--- config.mk ---
export PLATFORM = sky130hd
export DESIGN_NAME = tiny_register_machine_execute_core
export DESIGN_NICKNAME = d
export VERILOG_FILES = /design/src/hw/rtl/trm_pkg.sv /design/src/hw/rtl/trm_alu.sv /design/src/hw/rtl/tiny_register_machine_execute_core.sv
export SDC_FILE = /design/constraint.sdc
export NUM_CORES = 1
export LEC_CHECK = 0
export BUFFER_PORTS_ARGS = -buffer_cell sky130_fd_sc_hd__buf_2
export CAP_MARGIN = 0
export CORE_MARGIN = 5
export CORE_UTILIZATION = 53
export CTS_CLUSTER_DIAMETER = 40
export DETAILED_ROUTE_END_ITERATION = 8
export HOLD_SLACK_MARGIN = 0.02
export PLACE_DENSITY = 0.72
export REMOVE_ABC_BUFFERS = 1
export SLEW_MARGIN = 20
export SYNTH_ARGS = -nofsm -noshare
export SYNTH_HDL_FRONTEND = slang
export SYNTH_SLANG_ARGS = --single-unit
--- constraint.sdc ---
create_clock -name clk -period 22.8 [get_ports clk]
set_input_delay 4.56 -clock clk [delete_from_list [all_inputs] [get_ports clk]]
set_output_delay 4.56 -clock clk [all_outputs]
set_load 0.02 [all_outputs]
--- src/hw/rtl/trm_pkg.sv ---
// Shared types, codes and helpers for the tiny register machine execute core.
// Used by trm_alu, the top level and the port checker; depends on nothing.

package trm_pkg;

  localparam int DATA_BITS_DEF  = 32;
  localparam int INDEX_BITS_DEF = 16;
  localparam int REG_COUNT      = 4;

  // Stream payload layout, lowest field first.
  localparam int OP_BITS    = 8;
  localparam int SEL_BITS   = 16;
  localparam int IMM_BITS   = 32;
  localparam int S_DATA_BITS = 56;

  localparam int STATUS_BITS = 3;
  localparam int REG_OUT_BITS = 32;
  localparam int NEXT_OUT_BITS = 16;
  localparam int M_USED_BITS = STATUS_BITS + 4 * REG_OUT_BITS + 2 + NEXT_OUT_BITS;
  localparam int M_DATA_BITS = ((M_USED_BITS + 7) / 8) * 8;

  // Opcodes.
  localparam logic [OP_BITS-1:0] OP_HALT = 8'd0;
  localparam logic [OP_BITS-1:0] OP_LOAD = 8'd1;
  localparam logic [OP_BITS-1:0] OP_ADD  = 8'd2;
  localparam logic [OP_BITS-1:0] OP_SUB  = 8'd3;
  localparam logic [OP_BITS-1:0] OP_MULT = 8'd4;
  localparam logic [OP_BITS-1:0] OP_DIV  = 8'd5;
  localparam logic [OP_BITS-1:0] OP_CMP  = 8'd6;
  localparam logic [OP_BITS-1:0] OP_JUMP = 8'd7;

  // Result status codes.
  localparam logic [STATUS_BITS-1:0] ST_OK      = 3'd0;
  localparam logic [STATUS_BITS-1:0] ST_HALT    = 3'd1;
  localparam logic [STATUS_BITS-1:0] ST_BADREG  = 3'd2;
  localparam logic [STATUS_BITS-1:0] ST_DIVZERO = 3'd3;
  localparam logic [STATUS_BITS-1:0] ST_BADJUMP = 3'd4;
  localparam logic [STATUS_BITS-1:0] ST_IGNORED = 3'd5;

  typedef enum logic [2:0] {
    ALU_ADD,
    ALU_SUB,
    ALU_MUL,
    ALU_DIV,
    ALU_CMP
  } alu_op_t;

  typedef enum logic [2:0] {
    A_IDLE,
    A_SIMPLE,
    A_MUL,
    A_NEGA,
    A_NEGB,
    A_DIV,
    A_FIX
  } alu_state_t;

  typedef enum logic [2:0] {
    C_IDLE,
    C_DECODE,
    C_READB,
    C_WAIT,
    C_RESULT
  } core_state_t;

  typedef struct packed {
    logic    start;
    alu_op_t op;
  } alu_req_t;

  typedef struct packed {
    logic done;
    logic eq;
    logic lt;
  } alu_rsp_t;

  typedef struct packed {
    logic       ok;
    logic [1:0] idx;
  } sel_pick_t;

  // A one-hot nibble of 8, 4, 2 or 1 picks register one, two, three or four.
  function automatic sel_pick_t sel_pick(input logic [3:0] nib);
    sel_pick_t p;
    p.ok  = 1'b1;
    p.idx = 2'd0;
    case (nib)
      4'b1000: p.idx = 2'd0;
      4'b0100: p.idx = 2'd1;
      4'b0010: p.idx = 2'd2;
      4'b0001: p.idx = 2'd3;
      default: p.ok = 1'b0;
    endcase
    return p;
  endfunction

endpackage

--- src/hw/rtl/trm_alu.sv ---
// Iterative arithmetic unit of the tiny register machine: one shared adder
// under a small sequencer does add, sub, compare, shift-add multiply and
// restoring divide. Depends on trm_pkg.

module trm_alu #(
  parameter int DATA_BITS = trm_pkg::DATA_BITS_DEF
) (
  input  logic                 clk,
  input  logic                 rst,
  input  trm_pkg::alu_req_t    req,
  input  logic [DATA_BITS-1:0] a,
  input  logic [DATA_BITS-1:0] b,
  output trm_pkg::alu_rsp_t    rsp,
  output logic [DATA_BITS-1:0] result
);
  import trm_pkg::*;

  localparam int W        = DATA_BITS + 2;
  localparam int CNT_BITS = $clog2(DATA_BITS + 1);

  alu_state_t           state, state_next;
  alu_op_t              op_r;
  logic [DATA_BITS-1:0] ra, rb, rq;
  logic [CNT_BITS-1:0]  cnt;
  logic                 neg_a, neg_b;
  logic                 done_r, eq_r, lt_r;
  logic [DATA_BITS-1:0] res_r;

  logic [W-1:0] ax, ay, sum;
  logic         sub;
  logic         last;

  // The one shared adder; the sequencer steers its operands.
  always_comb begin
    ax  = '0;
    ay  = '0;
    sub = 1'b0;
    case (state)
      A_SIMPLE: begin
        ax  = W'(signed'(ra));
        ay  = W'(signed'(rb));
        sub = (op_r != ALU_ADD);
      end
      A_MUL: begin
        ax = W'(ra);
        ay = W'(rb);
      end
      A_NEGA: begin
        ay  = W'(ra);
        sub = 1'b1;
      end
      A_NEGB: begin
        ay  = W'(rb);
        sub = 1'b1;
      end
      A_DIV: begin
        ax  = W'({ra, rq[DATA_BITS-1]});
        ay  = W'(rb);
        sub = 1'b1;
      end
      A_FIX: begin
        ay  = W'(rq);
        sub = 1'b1;
      end
      default: begin
        ax = '0;
      end
    endcase
    sum = ax + (ay ^ {W{sub}}) + W'(sub);
  end

  assign last = (cnt == CNT_BITS'(DATA_BITS - 1));

  always_comb begin
    state_next = state;
    case (state)
      A_IDLE: begin
        if (req.start) begin
          case (req.op)
            ALU_MUL: state_next = A_MUL;
            ALU_DIV: state_next = A_NEGA;
            default: state_next = A_SIMPLE;
          endcase
        end
      end
      A_SIMPLE: state_next = A_IDLE;
      A_MUL:    state_next = last ? A_IDLE : A_MUL;
      A_NEGA:   state_next = A_NEGB;
      A_NEGB:   state_next = A_DIV;
      A_DIV:    state_next = last ? A_FIX : A_DIV;
      A_FIX:    state_next = A_IDLE;
      default:  state_next = A_IDLE;
    endcase
  end

  always_ff @(posedge clk) begin
    if (rst) begin
      state  <= A_IDLE;
      done_r <= 1'b0;
    end else begin
      state  <= state_next;
      done_r <= (state == A_SIMPLE) || (state == A_FIX) || ((state == A_MUL) && last);
    end
  end

  always_ff @(posedge clk) begin
    case (state)
      A_IDLE: begin
        op_r  <= req.op;
        cnt   <= '0;
        neg_a <= a[DATA_BITS-1];
        neg_b <= b[DATA_BITS-1];
        if (req.op == ALU_MUL) begin
          ra <= '0;
          rb <= a;
          rq <= b;
        end else begin
          ra <= a;
          rb <= b;
        end
      end
      A_SIMPLE: begin
        res_r <= sum[DATA_BITS-1:0];
        eq_r  <= (sum == '0);
        lt_r  <= sum[W-1];
      end
      A_MUL: begin
        if (rq[0]) begin
          ra <= sum[DATA_BITS-1:0];
        end
        res_r <= rq[0] ? sum[DATA_BITS-1:0] : ra;
        rb    <= {rb[DATA_BITS-2:0], 1'b0};
        rq    <= {1'b0, rq[DATA_BITS-1:1]};
        cnt   <= cnt + 1'b1;
      end
      A_NEGA: begin
        rq <= neg_a ? sum[DATA_BITS-1:0] : ra;
        ra <= '0;
      end
      A_NEGB: begin
        if (neg_b) begin
          rb <= sum[DATA_BITS-1:0];
        end
        cnt <= '0;
      end
      A_DIV: begin
        // Restoring step: keep the difference when it does not borrow.
        if (!sum[W-1]) begin
          ra <= sum[DATA_BITS-1:0];
        end else begin
          ra <= {ra[DATA_BITS-2:0], rq[DATA_BITS-1]};
        end
        rq  <= {rq[DATA_BITS-2:0], ~sum[W-1]};
        cnt <= cnt + 1'b1;
      end
      A_FIX: begin
        res_r <= (neg_a != neg_b) ? sum[DATA_BITS-1:0] : rq;
      end
      default: begin
        cnt <= '0;
      end
    endcase
  end

  assign rsp.done = done_r;
  assign rsp.eq   = eq_r;
  assign rsp.lt   = lt_r;
  assign result   = res_r;

endmodule

--- src/hw/rtl/tiny_register_machine_execute_core.sv ---
// Top level of the tiny register machine execute core: instruction decode,
// register file, sequencer and result register. Depends on trm_pkg, trm_alu.
//
// Usage: each transaction on the slave stream (s_tvalid, s_tready, s_tdata)
// carries one instruction: opcode, three one-hot register selectors and a
// 32-bit immediate. Each instruction yields exactly one transaction on the
// master stream (m_tvalid, m_tready, m_tdata) with the status, all four
// registers, both compare flags and the next program index after the step.
// The core works on one instruction at a time and s_tready is high only while
// it is idle. Halt, load, jump, no-ops, ignored items, bad selectors and bad
// jumps go from decode straight to the result state. Add, sub, cmp, multiply
// and divide read the second operand and wait for trm_alu, whose shared adder
// retires one multiplier bit or one quotient bit per cycle; a divide by zero
// is caught when the second operand is read. The core is ready again in the
// cycle after the result is loaded into the output register.
// A halt or error stops the machine; later instructions report "ignored" and
// change nothing until reset. Reset (rst, synchronous) clears the registers,
// flags, program index and stopped bit, and drops m_tvalid. If the receiver
// stalls, the result stays in the output register and a later result waits.

module tiny_register_machine_execute_core #(
  parameter int DATA_BITS  = trm_pkg::DATA_BITS_DEF,
  parameter int INDEX_BITS = trm_pkg::INDEX_BITS_DEF
) (
  input  logic                            clk,
  input  logic                            rst,
  input  logic                            s_tvalid,
  output logic                            s_tready,
  // operation [7:0], register_selects [23:8], immediate [55:24]
  input  logic [trm_pkg::S_DATA_BITS-1:0] s_tdata,
  output logic                            m_tvalid,
  input  logic                            m_tready,
  // status [2:0], first_register [34:3], second_register [66:35],
  // third_register [98:67], fourth_register [130:99], equal_flag [131],
  // less_flag [132], next_index [148:133], zero fill [151:149]
  output logic [trm_pkg::M_DATA_BITS-1:0] m_tdata
);
  import trm_pkg::*;

  // Registered copy of the instruction in flight.
  logic [OP_BITS-1:0]         op_r;
  logic [SEL_BITS-1:0]        sel_r;
  logic signed [IMM_BITS-1:0] imm_r;

  // Architectural state.
  logic [DATA_BITS-1:0]  rf [REG_COUNT];
  logic                  eq_mark, lt_mark;
  logic [INDEX_BITS-1:0] pc;
  logic                  stopped;
  logic [STATUS_BITS-1:0] status_r;
  logic [DATA_BITS-1:0]  opa_r;

  core_state_t state, state_next;

  // Control from the sequencer.
  logic                   rf_we;
  logic [1:0]             rf_waddr;
  logic [DATA_BITS-1:0]   rf_wdata;
  logic                   pc_we;
  logic [INDEX_BITS-1:0]  pc_next;
  logic                   stop_set;
  logic                   status_we;
  logic [STATUS_BITS-1:0] status_next;
  logic                   flags_we;
  logic                   opa_we;
  logic                   out_load;
  alu_req_t               alu_req;
  alu_rsp_t               alu_rsp;
  logic [DATA_BITS-1:0]   alu_result;

  sel_pick_t sa, sb, sd;
  logic [DATA_BITS-1:0]  rdata;
  logic [1:0]            raddr;
  logic [DATA_BITS-1:0]  load_val;
  logic [IMM_BITS-1:0]   raw;
  logic                  jump_bad;
  logic [INDEX_BITS-1:0] pc_inc;

  assign sa = sel_pick(sel_r[15:12]);
  assign sb = sel_pick(sel_r[11:8]);
  assign sd = sel_pick(sel_r[7:4]);

  // A single read port; the sequencer reads A while decoding and B after.
  assign raddr = (state == C_READB) ? sb.idx : sa.idx;
  assign rdata = rf[raddr];

  assign load_val = DATA_BITS'(imm_r);
  assign raw      = imm_r;
  assign jump_bad = raw[IMM_BITS-1] || ((raw >> INDEX_BITS) != '0);
  assign pc_inc   = pc + 1'b1;

  trm_alu #(
    .DATA_BITS(DATA_BITS)
  ) u_alu (
    .clk    (clk),
    .rst    (rst),
    .req    (alu_req),
    .a      (opa_r),
    .b      (rdata),
    .rsp    (alu_rsp),
    .result (alu_result)
  );

  always_ff @(posedge clk) begin
    if (rst) begin
      state <= C_IDLE;
    end else begin
      state <= state_next;
    end
  end

  always_comb begin
    state_next  = state;
    s_tready    = 1'b0;
    rf_we       = 1'b0;
    rf_waddr    = sa.idx;
    rf_wdata    = load_val;
    pc_we       = 1'b0;
    pc_next     = pc_inc;
    stop_set    = 1'b0;
    status_we   = 1'b0;
    status_next = ST_OK;
    flags_we    = 1'b0;
    opa_we      = 1'b0;
    out_load    = 1'b0;
    alu_req     = '{start: 1'b0, op: ALU_ADD};

    case (state)
      C_IDLE: begin
        // No transaction is taken while reset is held.
        s_tready = !rst;
        if (s_tvalid) begin
          state_next = C_DECODE;
        end
      end

      C_DECODE: begin
        status_we  = 1'b1;
        state_next = C_RESULT;
        if (stopped) begin
          status_next = ST_IGNORED;
        end else if (op_r == OP_HALT) begin
          status_next = ST_HALT;
          stop_set    = 1'b1;
        end else if (op_r == OP_LOAD) begin
          if (!sa.ok) begin
            status_next = ST_BADREG;
            stop_set    = 1'b1;
          end else begin
            rf_we = 1'b1;
            pc_we = 1'b1;
          end
        end else if (op_r inside {[OP_ADD:OP_CMP]}) begin
          if (!(sa.ok && sb.ok && sd.ok)) begin
            status_next = ST_BADREG;
            stop_set    = 1'b1;
          end else begin
            status_we  = 1'b0;
            opa_we     = 1'b1;
            state_next = C_READB;
          end
        end else if (op_r == OP_JUMP) begin
          if (jump_bad) begin
            status_next = ST_BADJUMP;
            stop_set    = 1'b1;
          end else begin
            pc_we   = 1'b1;
            pc_next = INDEX_BITS'(raw);
          end
        end else begin
          // Unused opcodes only advance the program index.
          pc_we = 1'b1;
        end
      end

      C_READB: begin
        if ((op_r == OP_DIV) && (rdata == '0)) begin
          status_we   = 1'b1;
          status_next = ST_DIVZERO;
          stop_set    = 1'b1;
          state_next  = C_RESULT;
        end else begin
          alu_req.start = 1'b1;
          case (op_r)
            OP_ADD:  alu_req.op = ALU_ADD;
            OP_SUB:  alu_req.op = ALU_SUB;
            OP_MULT: alu_req.op = ALU_MUL;
            OP_DIV:  alu_req.op = ALU_DIV;
            default: alu_req.op = ALU_CMP;
          endcase
          state_next = C_WAIT;
        end
      end

      C_WAIT: begin
        rf_waddr = sd.idx;
        rf_wdata = alu_result;
        if (alu_rsp.done) begin
          status_we  = 1'b1;
          pc_we      = 1'b1;
          flags_we   = (op_r == OP_CMP);
          rf_we      = (op_r != OP_CMP);
          state_next = C_RESULT;
        end
      end

      C_RESULT: begin
        if (!m_tvalid || m_tready) begin
          out_load   = 1'b1;
          state_next = C_IDLE;
        end
      end

      default: begin
        state_next = C_IDLE;
      end
    endcase
  end

  // Instruction capture and operand latch.
  always_ff @(posedge clk) begin
    if (s_tvalid && s_tready) begin
      op_r  <= s_tdata[7:0];
      sel_r <= s_tdata[23:8];
      imm_r <= s_tdata[55:24];
    end
    if (opa_we) begin
      opa_r <= rdata;
    end
    if (status_we) begin
      status_r <= status_next;
    end
  end

  // Machine state.
  always_ff @(posedge clk) begin
    if (rst) begin
      for (int i = 0; i < REG_COUNT; i++) begin
        rf[i] <= '0;
      end
      eq_mark <= 1'b0;
      lt_mark <= 1'b0;
      pc      <= '0;
      stopped <= 1'b0;
    end else begin
      if (rf_we) begin
        rf[rf_waddr] <= rf_wdata;
      end
      if (flags_we) begin
        eq_mark <= alu_rsp.eq;
        lt_mark <= alu_rsp.lt;
      end
      if (pc_we) begin
        pc <= pc_next;
      end
      if (stop_set) begin
        stopped <= 1'b1;
      end
    end
  end

  // Output register; it holds its transaction while the receiver stalls.
  always_ff @(posedge clk) begin
    if (rst) begin
      m_tvalid <= 1'b0;
    end else if (out_load) begin
      m_tvalid <= 1'b1;
    end else if (m_tready) begin
      m_tvalid <= 1'b0;
    end
  end

  always_ff @(posedge clk) begin
    if (out_load) begin
      m_tdata <= {
        (M_DATA_BITS - M_USED_BITS)'(0),
        NEXT_OUT_BITS'(pc),
        lt_mark,
        eq_mark,
        REG_OUT_BITS'(rf[3]),
        REG_OUT_BITS'(rf[2]),
        REG_OUT_BITS'(rf[1]),
        REG_OUT_BITS'(rf[0]),
        status_r
      };
    end
  end

endmodule

==> flow_metrics.tcl, run 1 <==
set metrics [dict create \
    status "finished, final reports clean" \
    h-tree-depth 3 \
    cts_buffers 79 \
    r2r-start "u_alu.state[1]$_SDFFE_PP0P_" \
    dp_hpwl_um 57000 \
    clk_latency_ps 630 \
    core.rowCount 82 \
    sw_frac_of_total_pct 23.1 \
    cts_root_buffer "clkbuf_16" \
    wl_um 86600 \
    leakage_nw 11.6 \
    clockPowerShare_pct 50.1 \
    start_util_pct 53.6 \
    cts_tree "yes" \
    required_ps 18240 \
    cp.arrival_ps 5430 \
    setup_viol 0 \
    hold_viol_final 0 \
    p_comb_share_pct 3.9 \
    cts_hold_buf 0 \
    r2r.worst_path.cells 18 \
    postSynthAreaPerCell_um2 11.6 \
    clk_pin_slew_worst_paths_ps 50 \
    grt_antenna_before_repair 4 \
    intPower_mw 1.86 \
    maxUsedRoutingLayer "met5" \
    fp.dieArea_um2 55500 \
    worst_pin_slew_ps 1260 \
    track_usage_pct 30.2 \
    antenna_left 0 \
    synth_area_um2 27000 \
    ys.warnings.count 0 \
    layout-drive-gt1-share_pct 18.4 \
    seq_area_frac_synth_pct 58.3 \
    area_growth_pct 16.2 \
    die_y_um 236 \
    synth-edff-count 505 \
    finalMaxSlewViolations 0 \
    globalplace.congestion 0.961 \
    stdcell_area_um2 31300 \
    nNetsFinal 2609 \
    clock_path_buffers 3 \
    max_freq_mhz 100 \
    post_cts_buffers 0 \
    vias_per_cell 6.62 \
    grt.overflow.total 0 \
    drtIter0Drc 3169 \
    rsz0062_at_grt "false" \
    p_sw_mw 0.560 \
    grt_max_degree 80 \
    min_path_type "flip-flop to flip-flop" \
    via_count 21521 \
    cp-end-kind "output port" \
    nFillCells 3902 \
    post-route-util_pct 62.3 \
    cts_sinks 532 \
    stdcell_count 3252 \
    io-pin-count 214 \
    critPathKind "primary input to output port" \
    worst_hold_path.endpoint "m_tdata[0]$_DFFE_PP_" \
    synth_cells 2329 \
    skew_ps 32.4 \
    power.total_mw 2.42 \
    pwr-share-seq_pct 46.0 \
    finalCritPeriodShare_pct 43.8 \
    r2r_end "u_alu.ra[17]$_DFFE_PP_" \
    synth_cell_type_count 90 \
    post_dp_cell_area_um2 28600 \
    maxCapViolations 0 \
    dp_slack_ps 12820 \
    fin_hold_ws_ps 420 \
    setup_tns_ps 0 \
    grt_pass1_wl_um 130000 \
    ys_ff_latch 532 \
    setup_ws_ps 12810 \
    dp.cells 3103 \
    min_path_cells 0 \
    core_area_um2 50300 \
    hold_start "status_r[0]$_DFFE_PP_" \
    wl_per_cell_um 26.6 \
    port_buffers 206 \
    wl_met3_um 10700 \
    async_reset_ff_share_pct 0 \
    peakVddDrop_uv 51.8 \
    fin_crit_ps 9990 \
    route.detailed.drc 0 \
    drt-met1-wl_um 33000 \
    dr.pass1.iters 8 \
    wl_met2_um 39100 \
    ys.flop_type "edfxtp_1" \
    ff2ff_setup_slack_ps 15470 \
    cts_resized 0 \
    grt_pass1_vias 20568 \
    critPathMaxFanout 33 \
    die_w_um 236 \
    max_slew_margin_pct 15.3 \
    powerDensity_nw_per_um2 77.3 \
    start_kind "primary input" \
]
cell type report:
cell class | count | area (um2) | share of cell area (%)
Inverter | 43 | 165 | 0.527
Clock inverter | 58 | 629 | 2.01
Antenna cell | 2 | 5.00 | 0.0160
Tap cell | 672 | 841 | 2.68
Sequential cell | 532 | 15700 | 50.1
Timing Repair Buffer | 254 | 1400 | 4.48
Multi-Input combinational cell | 1603 | 10500 | 33.7
Clock buffer | 88 | 2030 | 6.49
cell families (layout without fill, tap and decap cells):
family	after synthesis	after routing	share of synthesized area, %
simple gates	681	681	11.4
mux	173	173	6.66
flops	532	532	58.3
buf+inv	196	443	3.07
fa+ha+maj	36	36	1.70
xor+xnor	83	83	2.78
other cells	1	5	0.0139
compound gates	627	627	16.1
synthesized netlist by cell type (all sizes together) (6+ instances only):
cell,number,area share [%]
edfxtp,505,56
o21a,6,0.17
xor2,25,0.87
a211oi,20,0.56
o22ai,13,0.30
clkbuf,113,1.6
nor2b,9,0.21
dfxtp,27,2.0
nand4,11,0.26
a22oi,58,1.6
nand2,166,2.3
buf,40,0.89
nand2b,11,0.26
or4,11,0.31
a21oi,128,2.4
o21ai,158,2.9
nor3b,10,0.30
a21o,36,1.0
inv,42,0.59
mux2i,132,4.9
nor3,24,0.46
ha,35,1.6
a31oi,14,0.32
a221oi,8,0.28
mux2,40,1.7
o21bai,8,0.22
xnor2,58,1.9
and3,18,0.42
nor4,37,0.91
a222oi,32,1.2
o211ai,24,0.69
nand3,27,0.50
nor2,319,4.5
and2,11,0.26
nand3b,9,0.25
a22o,38,1.2
o221ai,16,0.52
a221o,41,1.5
cells in the final DEF, fill, tap and decap left out, drive strengths merged, types with 11 or more instances in the layout:
master,instances
buf,254
a221o,41
xnor2,58
xor2,25
clkbuf,88
nor2,319
a21o,36
o22ai,13
nor3,24
nand2b,11
inv,55
a22oi,58
nand2,166
and3,18
nand3,27
clkinv,28
nor4,37
a222oi,32
mux2i,132
mux2,40
ha,35
a31oi,14
o221ai,16
a211oi,20
o211ai,24
edfxtp,505
nand4,11
o21ai,158
a21oi,128
and2,11
or4,11
a22o,38
clkinvlp,11
dfxtp,27
flip-flops by register name, indices dropped and copies added (netlist names), 6 cells and up:
register and cells:
u_alu.rq 32, u_alu.rb 32, u_alu.ra 32, pc 16
imm_r 32, opa_r 32, op_r 8, sel_r 12
u_alu.cnt 6, rf 128, u_alu.result 32, m_tdata 149
critical path, cell delays in order:
cell    delay, ps
buf_2         550
nor4_1        110
buf_2         200
power by group through the flow:
stage	Clock (mW)	Sequential (mW)	Combinational [mW]
after global routing	1.27	1.12	0.102
after global placement	0	1.13	0.0899
after detailed placement	0	1.13	0.0923
after CTS	1.22	1.11	0.0929
after floorplan	0	1.13	0.0469
final	1.21	1.11	0.0945
metal layers:
layer | vias up | GRT usage (%)
met5 | - | 0
met4 | 2 | 12.4
met3 | 253 | 8.80
met2 | 1525 | 46.2
met1 | 10428 | 41.0
li1 | 9313 | -
how the worst max path moves through the flow:
stage              from                   end  slack (ps)  depth (start not counted)
2_1_floorplan  m_tready  m_tdata[0]$_DFFE_PP_       11330                          2
4_1_cts             rst              s_tready       12810                          3
3_5_place_dp        rst              s_tready       12820                          3
6_report            rst              s_tready       12810                          3
3_3_place_gp        rst              s_tready       12830                          3
5_1_grt             rst              s_tready       12730                          3
Note: power is estimated with default switching activity, not from simulation.
==> run 2, diff against run 1 <==
--- a/config.mk
+++ b/config.mk
@@ -5,6 +5,7 @@
 export SDC_FILE = /design/constraint.sdc
 export NUM_CORES = 1
 export LEC_CHECK = 0
+export ABC_AREA = 1
 export BUFFER_PORTS_ARGS = -buffer_cell sky130_fd_sc_hd__buf_2
 export CAP_MARGIN = 0
 export CORE_MARGIN = 5
@@ -12,7 +13,7 @@
 export CTS_CLUSTER_DIAMETER = 40
 export DETAILED_ROUTE_END_ITERATION = 8
 export HOLD_SLACK_MARGIN = 0.02
-export PLACE_DENSITY = 0.72
+export PLACE_DENSITY = 0.75
 export REMOVE_ABC_BUFFERS = 1
 export SLEW_MARGIN = 20
 export SYNTH_ARGS = -nofsm -noshare
==> constraint.sdc (replaced) <==
create_clock -name clk -period 8.65 [get_ports clk]
set_input_delay 1.73 -clock clk [delete_from_list [all_inputs] [get_ports clk]]
set_output_delay 1.73 -clock clk [all_outputs]
set_load 0.02 [all_outputs]
==> flow_metrics.tcl, run 2 <==
set metrics [dict create \
    post_dp_cell_area_um2 28800 \
    wl_per_cell_um 22.9 \
    clock_path_buffers 3 \
    critPathKind "flip-flop to flip-flop" \
    die_y_um 236 \
    cp-end-kind "flip-flop" \
    post-route-util_pct 61.6 \
    io-pin-count 214 \
    critPathTopFamily "buffers and inverters" \
    powerDensity_nw_per_um2 206 \
    synth_cell_type_count 52 \
    largest_register_ffs 149 \
    ys_ff_latch 532 \
    post_cts_buffers 0 \
    nNetsFinal 3228 \
    reg_top3 "m_tdata: 149 flops, rf: 128 flops" \
    dr.pass1.iters 7 \
    finalCritPeriodShare_pct 73.7 \
    cts_root_buffer "clkbuf_16" \
    cts_buffers 76 \
    start_kind "flip-flop" \
    rsz0062_at_grt "false" \
    vias_per_cell 6.15 \
    cts_tree "yes" \
    layout_common_cells "nand2_1, edfxtp_1, inv_1" \
    wl_um 88800 \
    crit_path_end "u_alu.eq_r$_DFFE_PN_" \
    grt_pass1_vias 22940 \
    required_ps 9000 \
    maxCapViolations 0 \
    min_path_cells 0 \
    yosysMostFrequentCell "nand2_1" \
    largest-register "m_tdata" \
    antenna_left 0 \
    status "finished, final reports clean" \
    crit_buf_inv 7 \
    synth.top_cell.area_share_pct 55.8 \
    grt.overflow.total 0 \
    fp.dieArea_um2 55900 \
    cp-startpoint "u_alu.state[2]$_SDFFE_PP0P_" \
    setup_tns_ps 0 \
    ys.flop_type "edfxtp_1" \
    synth_area_um2 27200 \
    clk_latency_ps 620 \
    hold_viol_final 0 \
    async_reset_ff_share_pct 0 \
    min_path_type "flip-flop to flip-flop" \
    seq_area_frac_synth_pct 57.8 \
    max_freq_mhz 157 \
    worst_pin_slew_ps 1160 \
    core_area_um2 51100 \
    dp_hpwl_um 58600 \
    finalMaxSlewViolations 0 \
    final_common_cell "nand2_1" \
    port_buffers 206 \
    r2r-start "u_alu.state[2]$_SDFFE_PP0P_" \
    track_usage_pct 30.7 \
    globalplace.congestion 0.997 \
    leakage_nw 13.4 \
    start_util_pct 53.2 \
    cts_sinks 532 \
    layout-drive-gt1-share_pct 12.8 \
    synth_largest_area_cell "edfxtp_1" \
    max_slew_margin_pct 22.8 \
    cts_hold_buf 0 \
    r2r.worst_path.cells 24 \
    synth-edff-count 505 \
    route.detailed.drc 0 \
    path_cells "inv_1 -> nand3_2 -> buf_4 -> nand2_2 -> inv_1 -> o22ai_1 -> o21ai_0 -> xor2_1 -> ha_1 -> nand2_1 -> inv_1 -> a21boi_0 -> o21ai_0 -> nor2_1 -> inv_1 -> a21oi_1 -> nand3b_1 -> nand2_1 -> buf_4 -> inv_2 -> nand3_1 -> nor2_1 -> nand3_1 -> nor2_1" \
    grt_antenna_before_repair 2 \
    core.rowCount 83 \
    grt_max_degree 90 \
    via_count 23845 \
    cts_resized 0 \
    area_growth_pct 15.8 \
    synth_cells 2946 \
    cp.arrival_ps 6730 \
    skew_ps 32.0 \
    critPathMaxFanout 51 \
    path_depth 24 \
    stdcell_area_um2 31500 \
    setup_viol 0 \
    slowest_delay_ps 870 \
    slowest_stage "inv_1" \
    yosys-top-cells-count "nand2_1, edfxtp_1, inv_1" \
    fin_crit_ps 6380 \
    postSynthAreaPerCell_um2 9.22 \
    ff2ff_setup_slack_ps 2270 \
    grt_pass1_wl_um 134000 \
    clk_pin_slew_worst_paths_ps 60 \
    drtIter0Drc 3759 \
    crit_top_cell "inv_1" \
    r2r_end "u_alu.eq_r$_DFFE_PN_" \
    ys_top_cells_by_area "edfxtp_1, nand2_1, nand3_1, inv_1, nor2_1" \
    peakVddDrop_uv 134 \
    ys.warnings.count 0 \
    die_w_um 236 \
    h-tree-depth 3 \
]
[run 2: cell types whose count changed after synthesis, moves of 49 or more]
cell	change
mux2i_1	-124
inv_1	+305
xnor2_1	-49
nand2_1	+499
a22oi_1	-53
nand3_1	+256
[run 2: area by class of cell]
cell class	count	area [um2]
inverters	361	1360
repair buffers	244	1360
clock inverters	52	636
flip-flops and latches	532	15700
clock buffers	89	1970
multi-input cells	1917	9580
well taps	680	851
fillers	4129	19600
diodes	3	7.51
[run 2: power by group]
| group | total (mW) | switching (mW) | leakage (nW) | internal, mW |
|---|---|---|---|---|
| clock network | 3.18 | 1.24 | 1.26 | 1.94 |
| registers | 2.96 | 0.0496 | 5.23 | 2.91 |
| logic | 0.321 | 0.240 | 6.88 | 0.0813 |
| total | 6.47 | 1.53 | 13.4 | 4.93 |
[run 2: worst min-delay path by stage]
stage	endpoint	start	slack, ps
6_report	m_tdata[0]$_DFFE_PP_	status_r[0]$_DFFE_PP_	430
5_1_grt	m_tdata[0]$_DFFE_PP_	status_r[0]$_DFFE_PP_	440
3_3_place_gp	m_tdata[1]$_DFFE_PP_	status_r[1]$_DFFE_PP_	410
3_5_place_dp	m_tdata[0]$_DFFE_PP_	status_r[0]$_DFFE_PP_	410
2_1_floorplan	m_tdata[0]$_DFFE_PP_	status_r[0]$_DFFE_PP_	400
4_1_cts	m_tdata[0]$_DFFE_PP_	status_r[0]$_DFFE_PP_	420
[run 2: cells by family (layout without fill, tap and decap cells)]
group | Yosys count | after routing | synth area share (%)
and+or+nand+nor | 1294 | 1294 | 19.9
DFF | 532 | 532 | 57.8
AOI/OAI and AO/OA | 522 | 522 | 11.3
buffers and inverters | 499 | 746 | 7.32
xor gates and xnor gates | 54 | 54 | 1.74
adders and majority gates | 36 | 36 | 1.69
muxes | 8 | 8 | 0.295
other | 1 | 6 | 0.0138
[run 2: metrics by stage]
stage                     hold slack [ps]  setup WS (ps)  power, mW  cells
after floorplan                       400           56.3       3.18   2810
after global placement                408           2620       3.31   3732
after detailed placement              406           2530       3.32   3732
after CTS                             420           2500       6.47   3873
after global routing                  436           2020       6.63   3875
final                                 426           2270       6.47   3878
[run 2: layer usage]
| layer | share of wire (%) | vias to the layer above | GRT usage [%] |
|---|---|---|---|
| met5 | 0 | - | 0 |
| met4 | 5.6 | 0 | 14.9 |
| met3 | 13 | 323 | 7.55 |
| met2 | 45 | 1744 | 48.2 |
| met1 | 37 | 11259 | 40.4 |
| li1 | - | 10519 | - |
